`src/rtl/lbmcs_pkg.sv`:
```
// Shared types, constants and helper functions for the D2Q9 collide-and-stream unit.
package lbmcs_pkg;

    localparam int NDIR = 9;
    localparam int QF = 30;

    localparam int GRID_WIDTH_DEF  = 128;
    localparam int GRID_HEIGHT_DEF = 128;

    // Divider: dividend is |a| << QF, divisor |b|, QB quotient bits.
    localparam int DIV_AW    = 33;
    localparam int DIV_BW    = 34;
    localparam int DIV_QB    = 32;
    localparam int DIV_LANES = 3;
    localparam int LANE_U    = 0;
    localparam int LANE_V    = 1;
    localparam int LANE_OM   = 2;

    localparam int SATW = 40;

    localparam logic [30:0] TAU_RST = 31'd590558003;
    localparam logic [29:0] LID_RST = 30'd53687091;

    localparam logic signed [31:0] SAT_MAX = 32'sh7FFF_FFFF;
    localparam logic signed [31:0] SAT_MIN = 32'sh8000_0000;
    localparam logic signed [SATW-1:0] QONE = SATW'(64'sd1 <<< QF);

    typedef enum logic [0:0] {
        REG_TAU = 1'b0,
        REG_LID = 1'b1
    } t_reg_idx;

    typedef struct packed {
        logic signed [DIV_AW-1:0] a;
        logic signed [DIV_BW-1:0] b;
    } t_div_in;

    typedef struct packed {
        logic [DIV_QB-1:0] q;
        logic              ovf;
        logic              neg;
        logic              dz;
    } t_div_res;

    typedef struct packed {
        logic [NDIR-1:0][31:0] f;
        logic [31:0]           rho;
        logic [NDIR-1:0]       mask;
        logic [NDIR-1:0]       lidm;
    } t_side;

    function automatic logic signed [1:0] cdx(input int d);
        case (d) inside
            1, 5, 8: return 2'sd1;
            3, 6, 7: return -2'sd1;
            default: return 2'sd0;
        endcase
    endfunction

    function automatic logic signed [1:0] cdy(input int d);
        case (d) inside
            2, 5, 6: return 2'sd1;
            4, 7, 8: return -2'sd1;
            default: return 2'sd0;
        endcase
    endfunction

    // Lattice weights in Q0.30 (30 fraction bits, held in a signed 30-bit value)
    function automatic logic signed [29:0] weight(input int d);
        case (d) inside
            0:          return 30'sd477218588;
            1, 2, 3, 4: return 30'sd119304647;
            default:    return 30'sd29826162;
        endcase
    endfunction

    function automatic logic signed [31:0] sat32(input logic signed [SATW-1:0] v);
        if (v > SATW'(SAT_MAX)) begin
            return SAT_MAX;
        end
        if (v < SATW'(SAT_MIN)) begin
            return SAT_MIN;
        end
        return v[31:0];
    endfunction

endpackage

```
`src/rtl/lbmcs_moments.sv`:
```
// Input stage: moment sums, effective relaxation time and wall classification.
module lbmcs_moments #(
    parameter int GRID_WIDTH  = lbmcs_pkg::GRID_WIDTH_DEF,
    parameter int GRID_HEIGHT = lbmcs_pkg::GRID_HEIGHT_DEF
) (
    input  logic                                   i_clk,
    input  logic                                   i_rst_n,
    input  logic                                   i_adv,
    input  logic                                   i_valid,
    input  logic [lbmcs_pkg::NDIR-1:0][31:0]       i_dist,
    input  logic [30:0]                            i_eddy,
    input  logic [6:0]                             i_x,
    input  logic [6:0]                             i_y,
    input  logic [30:0]                            i_tau,
    output logic                                   o_valid,
    output lbmcs_pkg::t_div_in [lbmcs_pkg::DIV_LANES-1:0] o_lane,
    output lbmcs_pkg::t_side                       o_side
);

    localparam int GMAX = (GRID_WIDTH > GRID_HEIGHT) ? GRID_WIDTH : GRID_HEIGHT;
    localparam int GB   = $clog2(GMAX) + 1;
    localparam int CW   = ((GB > 8) ? GB : 8) + 1;

    logic                                          r_valid;
    lbmcs_pkg::t_div_in [lbmcs_pkg::DIV_LANES-1:0] r_lane, n_lane;
    lbmcs_pkg::t_side                              r_side, n_side;

    always_comb begin
        logic signed [35:0]   s_rho, s_mx, s_my;
        logic signed [CW-1:0] xp, yp;
        logic [32:0]          tau_eff;
        logic signed [31:0]   rho, mx, my;
        s_rho = '0;
        s_mx  = '0;
        s_my  = '0;
        n_side.mask = '0;
        n_side.lidm = '0;
        for (int d = 0; d < lbmcs_pkg::NDIR; d++) begin
            s_rho = s_rho + 36'($signed(i_dist[d]));
            if (lbmcs_pkg::cdx(d) == 2'sd1) begin
                s_mx = s_mx + 36'($signed(i_dist[d]));
            end else if (lbmcs_pkg::cdx(d) == -2'sd1) begin
                s_mx = s_mx - 36'($signed(i_dist[d]));
            end
            if (lbmcs_pkg::cdy(d) == 2'sd1) begin
                s_my = s_my + 36'($signed(i_dist[d]));
            end else if (lbmcs_pkg::cdy(d) == -2'sd1) begin
                s_my = s_my - 36'($signed(i_dist[d]));
            end
            xp = $signed({{(CW-7){1'b0}}, i_x}) + CW'(lbmcs_pkg::cdx(d));
            yp = $signed({{(CW-7){1'b0}}, i_y}) + CW'(lbmcs_pkg::cdy(d));
            // top wall wins over the side walls at the corners
            if (yp >= CW'(GRID_HEIGHT)) begin
                n_side.lidm[d] = 1'b1;
                n_side.mask[d] = 1'b1;
            end else if (yp < 0 || xp < 0 || xp >= CW'(GRID_WIDTH)) begin
                n_side.mask[d] = 1'b1;
            end
        end
        rho = lbmcs_pkg::sat32(lbmcs_pkg::SATW'(s_rho));
        mx  = lbmcs_pkg::sat32(lbmcs_pkg::SATW'(s_mx));
        my  = lbmcs_pkg::sat32(lbmcs_pkg::SATW'(s_my));
        tau_eff = {2'b00, i_tau} + {2'b00, i_eddy} + {1'b0, i_eddy, 1'b0};
        n_side.f   = i_dist;
        n_side.rho = rho;
        n_lane[lbmcs_pkg::LANE_U].a  = lbmcs_pkg::DIV_AW'(mx);
        n_lane[lbmcs_pkg::LANE_U].b  = lbmcs_pkg::DIV_BW'(rho);
        n_lane[lbmcs_pkg::LANE_V].a  = lbmcs_pkg::DIV_AW'(my);
        n_lane[lbmcs_pkg::LANE_V].b  = lbmcs_pkg::DIV_BW'(rho);
        n_lane[lbmcs_pkg::LANE_OM].a = lbmcs_pkg::DIV_AW'(64'sd1 <<< lbmcs_pkg::QF);
        n_lane[lbmcs_pkg::LANE_OM].b = $signed({1'b0, tau_eff});
    end

    always_ff @(posedge i_clk) begin
        if (!i_rst_n) begin
            r_valid <= 1'b0;
        end else if (i_adv) begin
            r_valid <= i_valid;
        end
    end

    always_ff @(posedge i_clk) begin
        if (i_adv) begin
            r_lane <= n_lane;
            r_side <= n_side;
        end
    end

    assign o_valid = r_valid;
    assign o_lane  = r_lane;
    assign o_side  = r_side;

endmodule

```
`config.mk`:
```
export PLATFORM = sky130hd
export DESIGN_NAME = lbmcs_moments
export DESIGN_NICKNAME = d
export VERILOG_FILES = /design/src/rtl/lbmcs_pkg.sv /design/src/rtl/lbmcs_moments.sv
export SDC_FILE = /design/constraint.sdc
export NUM_CORES = 1
export LEC_CHECK = 0
export ABC_AREA = 1
export BUFFER_PORTS_ARGS = -buffer_cell sky130_fd_sc_hd__buf_2
export CAP_MARGIN = 20
export CORE_ASPECT_RATIO = 0.75
export CORE_UTILIZATION = 30
export DETAILED_ROUTE_END_ITERATION = 8
export PLACE_DENSITY = 0.64
export SYNTH_ARGS = -nofsm -noshare
export SYNTH_HDL_FRONTEND = slang
export SYNTH_SLANG_ARGS = --single-unit
```
`constraint.sdc`:
```
create_clock -name i_clk -period 4.99 [get_ports i_clk]
set_input_delay 0.998 -clock i_clk [delete_from_list [all_inputs] [get_ports i_clk]]
set_output_delay 0.998 -clock i_clk [all_outputs]
set_load 0.02 [all_outputs]
```
Word-level counts from Yosys, hierarchy flattened --
Cells that the tools add are included.
Storage, ports and cells: register bits after elaboration 467, input port bits 368
Cells by class: add/subtract/negate cells 24, magnitude comparators 18, mux-type cells 33, reductions and logical operators 18
Operators by type and width (count):
- $mux 32 | 12
- $add 36x32->36 | 5
- $gt 36x32->1 const B | 3
- $lt 36x32->1 const B | 3
- $add 33x32->34 | 3
- $sub 35x32->36 | 2
- $add 34x32->35 | 2
- $add 32x32->33 | 2
- $sub 32x32->33 | 2
- $add 35x32->36 | 1
- $sub 36x32->36 | 1
- $sub 34x32->35 | 1
- $add 31x31->32 | 1
- $mux 1 | 21
- $add 8x1->9 const B | 2
- $ge 9x9->1 const B | 2
- $logic_or 1x1->1 | 18
- $lt 9x1->1 const B | 2
- $add 7x1->8 const B | 2
- $ge 7x8->1 const B | 2
- $ge 8x8->1 const B | 2
- $lt 8x1->1 const B | 2
- $lt 7x1->1 const B | 2

Logic depth before layout (Yosys ltp) --
Gate-level depths: netlist of the first run.
depth after elaboration 13, mapped depth 26, depth with buffers taken out 25

Least setup slack after synthesis of the first run --
Ideal clock, no wire load.
kind input port to flip-flop, start point in i_dist[194] (netlist name), end point reg r_side (netlist bit o_side[23]) (data pin), library setup time 253 ps, arrival time 4862 ps, data required time 4737 ps, slack -125 ps, stages 24, path buffers 1, path through fa_1 > fa_1 > fa_1 > inv_1 > fa_1 > inv_1 > ha_1 > inv_1 > fa_1 > o21ai_2 > nand2_1 > nand2_2 > nand2_2 > nand2_2 > nand2_1 > nand2_1 > nand2_1 > nand2_1 > nor2_2 > nand2_2 > nand2_4 > buf_12 > nand2_2 > nand2_1
Between the ends: cells in the longest elaborated chain, start to end 8, elaborated cells on any way between the ends 11
Ends and longest elaborated chain:
- start, declared | RTL line lbmcs_moments.sv:10 | input logic [lbmcs_pkg::NDIR-1:0][31:0] i_dist,
- $add 36x32->36 (*) (3 in a row) | RTL line lbmcs_moments.sv:39 | s_rho = s_rho + 36'($signed(i_dist[d]));
- $lt 36x32->1 | RTL line lbmcs_pkg.sv:81 | if (v < SATW'(SAT_MIN)) begin
- $mux 1 (2 in a row) | RTL line lbmcs_pkg.sv:81
- $mux 32 | RTL line lbmcs_pkg.sv:84 | return v[31:0];
- $mux 32 (*) | RTL line lbmcs_pkg.sv:81
- end signal, assigned | RTL line lbmcs_moments.sv:85 | r_side <= n_side;
- end, declared | RTL line lbmcs_moments.sv:26 | lbmcs_pkg::t_side r_side, n_side;
Mark *: on every way between the ends. The rest lies on a longest branch, timed or not. The select of a mux whose other input is x is not followed. A chain may end at the register's enable or synchronous reset.

Final worst setup path of the first run --
start point in i_dist[223] (netlist name), end point reg r_side (netlist bit o_side[32]) (data pin)
The elaborated chain is that of the path after synthesis.

==> results of run 1 <==
routing by layer:
layer | up-vias | global-route usage (%)
met5 | - | 0
met4 | 10 | 4.52
met3 | 138 | 5.26
met2 | 913 | 34.6
met1 | 14000 | 29.8
li1 | 13400 | -
critical path, cell delays in order:
cell and delay, ns:
buf_2 0.12, fa_2 0.61, buf_4 0.12, fa_1 0.42
fa_1 0.54, inv_1 0.05, fa_1 0.52, inv_1 0.06
ha_1 0.39, nand2_1 0.15, nor2_2 0.18, nand2_1 0.11
nor4_2 0.20, nand2_2 0.09, nand2_1 0.07, nand2_1 0.06
nand2_2 0.07, nand4_1 0.15, nand2_4 0.18, clkbuf_16 0.20
nand2_2 0.05
logic make-up (layout without fill, tap and decap cells):
| logic type | Yosys count | after routing | synth area share, % |
|---|---|---|---|
| flops | 428 | 428 | 35.8 |
| xor+xnor | 105 | 105 | 2.56 |
| compound gates | 249 | 249 | 3.90 |
| fa+ha+maj | 658 | 658 | 33.8 |
| simple gates | 1028 | 1028 | 11.8 |
| other cells | 2 | 40 | 0.0209 |
| buf+inv | 1017 | 2435 | 12.2 |
stage by stage:
step / hold slack (ns) / utilization (%)
floorplan: 0.606 / -
global placement: 0.516 / 38.7
detailed placement: 0.586 / 38.7
CTS: 0.474 / 40.2
global route: 0.487 / 40.7
finish: 0.526 / 40.7
registers in the layout, indices dropped and copies added (netlist names):
register	flops
o_lane	97
o_side	330
o_valid	1
what timing repair did:
| action | in CTS | in global routing |
|---|---|---|
| endpoints found under the setup margin | 0 | 44 |
| hold endpoints to repair | 0 | 0 |
| resized for setup | 0 | 132 |
| buffers inserted | 0 | 7 |
| hold buffers | 0 | 0 |
path summary, 6_finish.rpt:
path              cells after the start    endpoint
hold / removal                        1  o_side[84]
hold reg to reg                       2     o_valid
setup reg to reg                      2     o_valid
setup / recovery                     21  o_side[32]
area by class of cell:
type                    instances  area (um2)  area share (%)
flip-flops and latches        428       12800            26.7
clock buffers                  62        1400            2.91
clock inverters                33         314           0.652
inverters                     887        3330            6.92
well taps                    1554        1940            4.04
repair buffers               1453        9010            18.7
multi-input cells            2079       19300            40.1
diodes                          1        2.50         0.00519
cell usage in the layout, fill, tap and decap left out, types with 6 or more instances in the layout:
cell        Yosys  layout
xnor2_1        38      38
inv_2           6      15
buf_4         118     564
o21ai_0        51      48
nand3_1        62      61
clkbuf_1        0       7
nor2_1        157     148
fa_2            0      12
buf_2           0     865
fa_1          518     506
nand2_1       697     655
nand4_1        16      16
nand2_4         1      11
a31oi_1        14      14
conb_1          2      39
clkbuf_16       0      57
ha_4            0      14
edfxtp_1      427     427
o21bai_1       11      10
nor2_2          7      14
inv_1         880     869
buf_12          2      16
clkinv_1        1      12
a21o_1         12      12
xor2_1         67      67
clkinvlp_4      0       6
a21oi_2         1       7
ha_1          140     125
nor3_1         17      14
nand2_2        47      79
a21oi_1       140     133
==> reports/qor.txt, run 1 <==
DRT iter0 DRCs -> 1498
HP Class -> in -> reg
Die Y -> 302 um
Register bit total from synthesis -> 428
Fin area -> 0.0482 mm2
Longest Clk Path Bufs -> 3
Ys async rst share -> 0%
Most frequent cell after synthesis -> inv_1
Top_reg_cell synth -> edfxtp_1
Avg WL per Cell -> 20.5 um
Chip Width -> 401 um
Final setup margin -> 0.0154 ns
# rows -> 109
Final Hold Viols -> 0
Core Region -> 0.118 mm2
Fmax -> 0.201 GHz
H-tree levels -> 2
Post-route setup TNS -> 0 ns
Startpoint types -> input pin
Post-synth EDFFs -> 427
Final min period -> 4.97 ns
RSZ-0062 raised after global routing -> true
Share of layout cells above drive strength 1 -> 34.7%
Placement Cell Area -> 0.0458 mm2
YS warnings -> 0
Worst-Skew Late Latency -> 0.66 ns
Clk root buf -> clkbuf_16
Clk slew on worst S/H paths -> 0.06 ns
Synth area leaders -> edfxtp_1 (36%), fa_1 (29%), inv_1 (9.2%)
Met2 WL -> 60900 um
Largest net degree at the start of global routing -> 90
Register area share after synthesis -> 35.8%
CP endpoint kind -> flop
Top sig layer -> met5
Placed insts -> 6391
Total Routing Usage GR -> 21.7%
Final period util -> 99.7%
Slew headroom -> 40.4%
Max-cap violations -> 0
Via count -> 28400
GRT overflow -> 0
Status -> completed
Routed WL -> 133000 um
CTS tree -> yes
Synth Instances -> 3487
Final antenna-violating net count -> 0
Cell taking the most area after synthesis -> edfxtp_1
Worst reg2reg startpoint -> o_valid
Placer Congestion -> 0.933
Dpl hpwl -> 116000 um
Drt pass-1 iters -> 6
Post-Route M1 WL -> 59800 um
Initial antenna violation count -> 11
Initial Utilization -> 30.4%
Clk sinks -> 428
Synth top area share -> 35.7%
Synth cell types -> 51
Flop2flop setup slack -> 4.29 ns
Fin cells -> 6497
Vias per cell -> 4.37
WL met3 -> 9590 um
Worst Setup SP -> i_dist[223]
Synth top cells by count -> inv_1 (880), nand2_1 (697), fa_1 (518)
Min-delay src -> i_dist[34]
Layout Nets -> 5928
Worst Tran Pin Value -> 0.894 ns
Vias in the first global route -> 29700
Critical-path maximum fanout -> 8
Setup CP Type -> in -> reg
First-pass GRT wire length -> 192000 um
Mapped Area -> 0.0359 mm2
Num CTS Buffers -> 53
Die footprint -> 0.121 mm2
Ports -> 908
Clock skew -> 0 ns
# fillers -> 11700
Worst path arrival time -> 5.36 ns
Crit path required time -> 5.38 ns
DRC -> 0
Synthesized area per cell -> 10.3 um2
# port buffers -> 869
Dpl ws -> -0.678 ns
Max-slew violations -> 0
Area growth, synth to finish -> 34.2%
Final setup fails -> 0
Power of run 1 is not shown: default switching activity piles up to over one toggle a cycle in this logic, so the estimate is an artifact.
==> inputs of run 2 (changes only) <==
ABC_AREA = default   (was 1)
==> run 2 against run 1 <==
The flow now finishes with violations (setup timing). Via count down 10%. Critical path depth grew 2. Die area fell by 4.9%. Flip-flop and latch count did not move. Final area decreased by 1.5%. Worst setup slack lost 0.91 ns. Clock-buffer cell count down 3. Global-route usage decreased by 0.65 points. Cell count down 11%. Sequential share of layout area grew 0.40 points. Non-clock buffer count grew 26.
==> reports/qor.txt, run 2 <==
Final setup fails -> 95
Slowest-stage cell, CP -> fa_1
Clock skew -> 0 ns
Worst reg2reg startpoint -> o_valid
Buffers & Inverters on Critical Path -> 8
Fmax -> 0.170 GHz
Avg WL per Cell -> 21.2 um
Core Region -> 0.112 mm2
Ys async rst share -> 0%
Critical Path Stages -> 23
Synthesized area per cell -> 12.3 um2
Top_reg_cell synth -> edfxtp_1
Post-route setup TNS -> -49.18 ns
Final antenna-violating net count -> 0
Top delay family on crit path -> adder cells
First-pass GRT wire length -> 175000 um
Die Y -> 294 um
Max-slew violations -> 0
Max-cap violations -> 0
CP cell instances -> buf_8 > buf_6 > fa_1 > fa_1 > fa_1 > inv_1 > fa_1 > inv_1 > ha_1 > a21o_1 > a21o_1 > a211o_1 > a21oi_4 > o31a_4 > nor2b_4 > o21a_1 > o311a_1 > buf_4 > a41oi_4 > buf_12 > buf_6 > buf_12 > o21ai_2
Failing checks -> setup timing
Slew headroom -> 43.5%
CP endpoint -> o_side[27]
Busiest grt layer -> met2
Initial antenna violation count -> 20
Drt pass-1 iters -> 5
Largest stage delay on the critical path -> 0.58 ns
Longest Clk Path Bufs -> 3
Startpoint types -> input pin
Layout Nets -> 5223
Critical-path maximum fanout -> 10
Worst Tran Pin Value -> 0.848 ns
HP Class -> reg -> reg
Met1 Track Usage GR -> 27.1%
Most frequent cells in the layout -> buf_2 (846), inv_1 (665), buf_4 (562), fa_1 (510), edfxtp_1 (427)
Register bit total from synthesis -> 428
Total Routing Usage GR -> 21.0%
Clk root buf -> clkbuf_16
Synth Instances -> 2778
Crit path required time -> 5.36 ns
DRC -> 0
CTS tree -> yes
# port buffers -> 869
H-tree levels -> 2
Worst path arrival time -> 6.26 ns
Status -> finished, violations left
GRT overflow -> 0
Placer Congestion -> 0.900
DRT iter0 DRCs -> 1231
Register area share after synthesis -> 37.6%
Chip Width -> 392 um
YS warnings -> 0
Area growth, synth to finish -> 39.0%
Share of layout cells above drive strength 1 -> 42.2%
R2R depth -> 2
# fillers -> 10700
Initial Utilization -> 30.4%
Final Hold Viols -> 0
Critical Path Most Common Cell -> fa_1
Commonest non-fill, non-tap cell in the layout -> buf_2
Final setup margin -> -0.899 ns
Largest net degree at the start of global routing -> 87
# rows -> 106
Post-synth EDFFs -> 427
Routed WL -> 122000 um
Synth area leaders -> edfxtp_1 (38%), fa_1 (30%), inv_1 (7.7%)
Vias per cell -> 4.42
Setup CP Type -> in -> reg
Synth cell types -> 89
Flop2flop setup slack -> 4.40 ns
Ports -> 908
RSZ-0062 raised after global routing -> true
Final period util -> 118%
Mapped Area -> 0.0341 mm2
Worst-Skew Late Latency -> 0.63 ns
Cell taking the most area after synthesis -> edfxtp_1
Max reg flops -> 330
CP endpoint kind -> flop
Final min period -> 5.89 ns
Synth top area share -> 37.6%
Clk slew on worst S/H paths -> 0.07 ns
Met2 GRT Util -> 35.2%
Worst Setup SP -> i_dist[195]
Most frequent cell after synthesis -> inv_1
Num CTS Buffers -> 52
R2r endpoint -> o_valid
Die footprint -> 0.115 mm2
Synth top cells by count -> inv_1 (696), fa_1 (518), edfxtp_1 (427)
Via count -> 25400
Dpl hpwl -> 101000 um
Clk sinks -> 428
GRT met3 Usage -> 4.49%
Vias in the first global route -> 27300
run 2: cells by family after synthesis:
family / share of synthesized area, %
AO/OA/AOI/OAI: 9.10
XOR/XNOR: 3.08
adder cells (fa/ha/maj): 35.5
buffers and inverters: 10.8
flip-flops: 37.6
multiplexers: 0.0293
other: 0.0220
AND/OR/NAND/NOR: 3.81
run 2: layer usage:
metal	wire [um]	vias to the layer above	share of wire, %
met1	52500	12800	43
met3	7040	175	5.8
met5	57	-	0.047
li1	-	11700	-
met2	59200	746	48
met4	3530	8	2.9
run 2: what timing repair did:
action,CTS,global route
hold endpoints to repair,0,0
buffers inserted,44,13
hold buffers,0,0
pin swaps,78,42
endpoints found under the setup margin,96,96
resized for setup,163,101
cloned,11,2
run 2: worst min-delay path by stage:
| stage | from | to | slack (ns) | cells past startpoint |
|---|---|---|---|---|
| 6_report | o_valid | o_valid | 0.53 | 2 |
| 2_1_floorplan | o_valid | o_valid | 0.59 | 2 |
| 3_3_place_gp | o_valid | o_valid | 0.50 | 2 |
| 5_1_grt | i_dist[1] | o_side[51] | 0.51 | 1 |
| 3_5_place_dp | o_valid | o_valid | 0.50 | 2 |
| 4_1_cts | i_dist[195] | o_side[245] | 0.50 | 1 |
run 2: layout make-up:
| class | count | area, um2 | share of cell area (%) |
|---|---|---|---|
| Multi-Input combinational cell | 1540 | 18900 | 39.8 |
| Antenna cell | 9 | 22.5 | 0.0474 |
| Clock buffer | 59 | 1330 | 2.80 |
| Inverter | 696 | 2630 | 5.54 |
| Sequential cell | 428 | 12800 | 27.1 |
| Timing Repair Buffer | 1479 | 9580 | 20.2 |
| Tap cell | 1512 | 1890 | 3.99 |
| Clock inverter | 37 | 307 | 0.646 |
run 2: worst min-delay path, stage by stage, from the launching register on:
cell     delay, ns
dfxtp_1       0.33
mux2i_1       0.07
nor2b_1       0.10
run 2: stage by stage:
step                      util (%)  hold slack [ns]  cells  setup slack (ns)  cell area, um2
after global routing          42.3            0.512   5760             -1.05           47500
after CTS                     41.8            0.496   5742            -0.845           46900
final                         42.3            0.528   5760            -0.899           47500
after detailed placement      39.3            0.503   5592             -1.58           44100
after floorplan                  -            0.589   2815            -0.771           34700
after global placement        39.3            0.495   5592             -1.57           44100
Power of run 2 is left out for the same reason.
==> inputs of run 3 (changes only) <==
CTS_BUF_LIST = sky130_fd_sc_hd__clkbuf_4 sky130_fd_sc_hd__clkbuf_8   (was default)
==> run 3 against run 2 <==
Die area stayed put. Via count up 0.43%. The flow still finishes with violations (setup timing). Wire length up 0.48%. Critical path depth unchanged. Maximum frequency increased by 3.6%. Global-route usage rose by 0.13 points. Register-to-register slack about the same. Flip-flop and latch count did not move. Sequential share of layout area hardly changed.
==> reports/qor.txt, run 3 (synthesis gave the netlist of run 2 again) <==
Avg WL per Cell -> 21.1 um
Min Hold Slack -> 0.421 ns
Crit path required time -> 5.51 ns
Slew headroom -> 44.4%
Placed insts -> 5592
GRT overflow -> 0
Worst Tran Pin Value -> 0.834 ns
Worst-Skew Late Latency -> 0.77 ns
Critical-path maximum fanout -> 5
Chip Width -> 392 um
Clk root buf -> clkbuf_8
Post-route setup TNS -> -35.44 ns
Core Util, Final -> 42.3%
Die Y -> 294 um
Setup CP Type -> in -> reg
Clk sinks -> 428
Via count -> 25600
Die footprint -> 0.115 mm2
Share of layout cells above drive strength 1 -> 42.7%
Initial antenna violation count -> 19
Clk slew on worst S/H paths -> 0.07 ns
Fin cells -> 5813
Placer Congestion -> 0.900
CP cell instances -> buf_8 > buf_6 > fa_2 > fa_1 > fa_1 > inv_1 > fa_1 > inv_1 > ha_1 > a21o_1 > a21o_1 > a211o_1 > a21oi_4 > o31a_4 > nor2b_2 > o21a_1 > o311a_4 > buf_6 > a41oi_4 > buf_12 > buf_12 > buf_8 > o21ai_2
Vias in the first global route -> 27500
Routed WL -> 123000 um
Hold Path Sink -> o_side[116]
Critical Path Most Common Cell -> fa_1
Max reg flops -> 330
Largest net degree at the start of global routing -> 87
Final period util -> 114%
Final Hold Viols -> 0
Longest Clk Path Bufs -> 3
Failing checks -> setup timing
Total Routing Usage GR -> 21.1%
DRC -> 0
Flop2flop setup slack -> 4.40 ns
Slowest-stage cell, CP -> fa_1
Worst reg2reg startpoint -> o_valid
Hold-critical path depth -> 1
# rows -> 106
Final setup margin -> -0.691 ns
DRT iter0 DRCs -> 1243
H-tree levels -> 3
First-pass GRT wire length -> 175000 um
Drt pass-1 iters -> 5
Ports -> 908
Layout Nets -> 5251
Fmax -> 0.176 GHz
Num CTS Buffers -> 80
Vias per cell -> 4.40
HP Class -> in -> reg
Area growth, synth to finish -> 39.1%
# fillers -> 10700
Min-delay src -> i_dist[66]
Initial Utilization -> 30.4%
Status -> finished, violations left
Final setup fails -> 94
CP endpoint kind -> flop
Startpoint types -> input pin
Final min period -> 5.68 ns
Commonest non-fill, non-tap cell in the layout -> buf_2
Final antenna-violating net count -> 0
RSZ-0062 raised after global routing -> true
R2R depth -> 2
Largest stage delay on the critical path -> 0.59 ns
CTS tree -> yes
R2r endpoint -> o_valid
Dpl hpwl -> 101000 um
Max-slew violations -> 0
Worst path arrival time -> 6.20 ns
Max-cap violations -> 0
Clock skew -> 0 ns
# port buffers -> 869
Core Region -> 0.112 mm2
Most frequent cells in the layout -> buf_2 (853), inv_1 (668), buf_4 (553), fa_1 (505), edfxtp_1 (427)
==> run 3: how the worst max path moves through the flow <==
| stage | from | slack [ns] | cells past startpoint | to |
|---|---|---|---|---|
| CTS | i_dist[227] | -0.63 | 22 | o_side[27] |
| detailed placement | i_dist[258] | -1.58 | 23 | o_side[18] |
| global route | i_dist[258] | -0.77 | 23 | o_side[28] |
| global placement | i_dist[232] | -1.57 | 22 | o_lane[129] |
| floorplan | i_dist[194] | -0.77 | 20 | o_side[22] |
| finish | i_dist[195] | -0.69 | 23 | o_side[39] |
==> run 3: area by class of cell <==
class / count / area (um2) / share of cell area (%)
Multi-Input combinational cell: 1540 / 18900 / 39.8
Sequential cell: 428 / 12800 / 27.0
Timing Repair Buffer: 1479 / 9580 / 20.2
Inverter: 696 / 2630 / 5.53
Tap cell: 1512 / 1890 / 3.98
Clock buffer: 98 / 1240 / 2.60
Clock inverter: 46 / 394 / 0.830
Antenna cell: 14 / 35.0 / 0.0738
==> run 3: routing by layer <==
layer,global-route usage [%],part of all wire [%]
met5,0.719,0.035
met4,6.62,2.9
met3,5.86,7.0
met2,34.9,48
met1,26.7,42
==> run 3: timing repair <==
item,in CTS,in global routing
hold buffers,0,0
pin swaps,90,57
gates cloned,9,4
setup buffers,35,22
resized for setup,172,82
setup endpoints to repair,94,94
hold endpoints to repair,0,0
==> run 3: per-stage QoR <==
step / worst slack [ns] / instance area, um2
global route: -0.769 / 47500
detailed placement: -1.58 / 44100
CTS: -0.634 / 46900
global placement: -1.57 / 44100
floorplan: -0.771 / 34700
finish: -0.691 / 47500
==> run 3: critical path, delay by kind of cell <==
| family | cells | cell delay (ns) |
|---|---|---|
| buffers and inverters | 8 | 0.88 |
| AOI/OAI and AO/OA | 9 | 1.94 |
| adders and majority gates | 5 | 2.33 |
| and+or+nand+nor | 1 | 0.05 |
Power of run 3 is left out for the same reason.
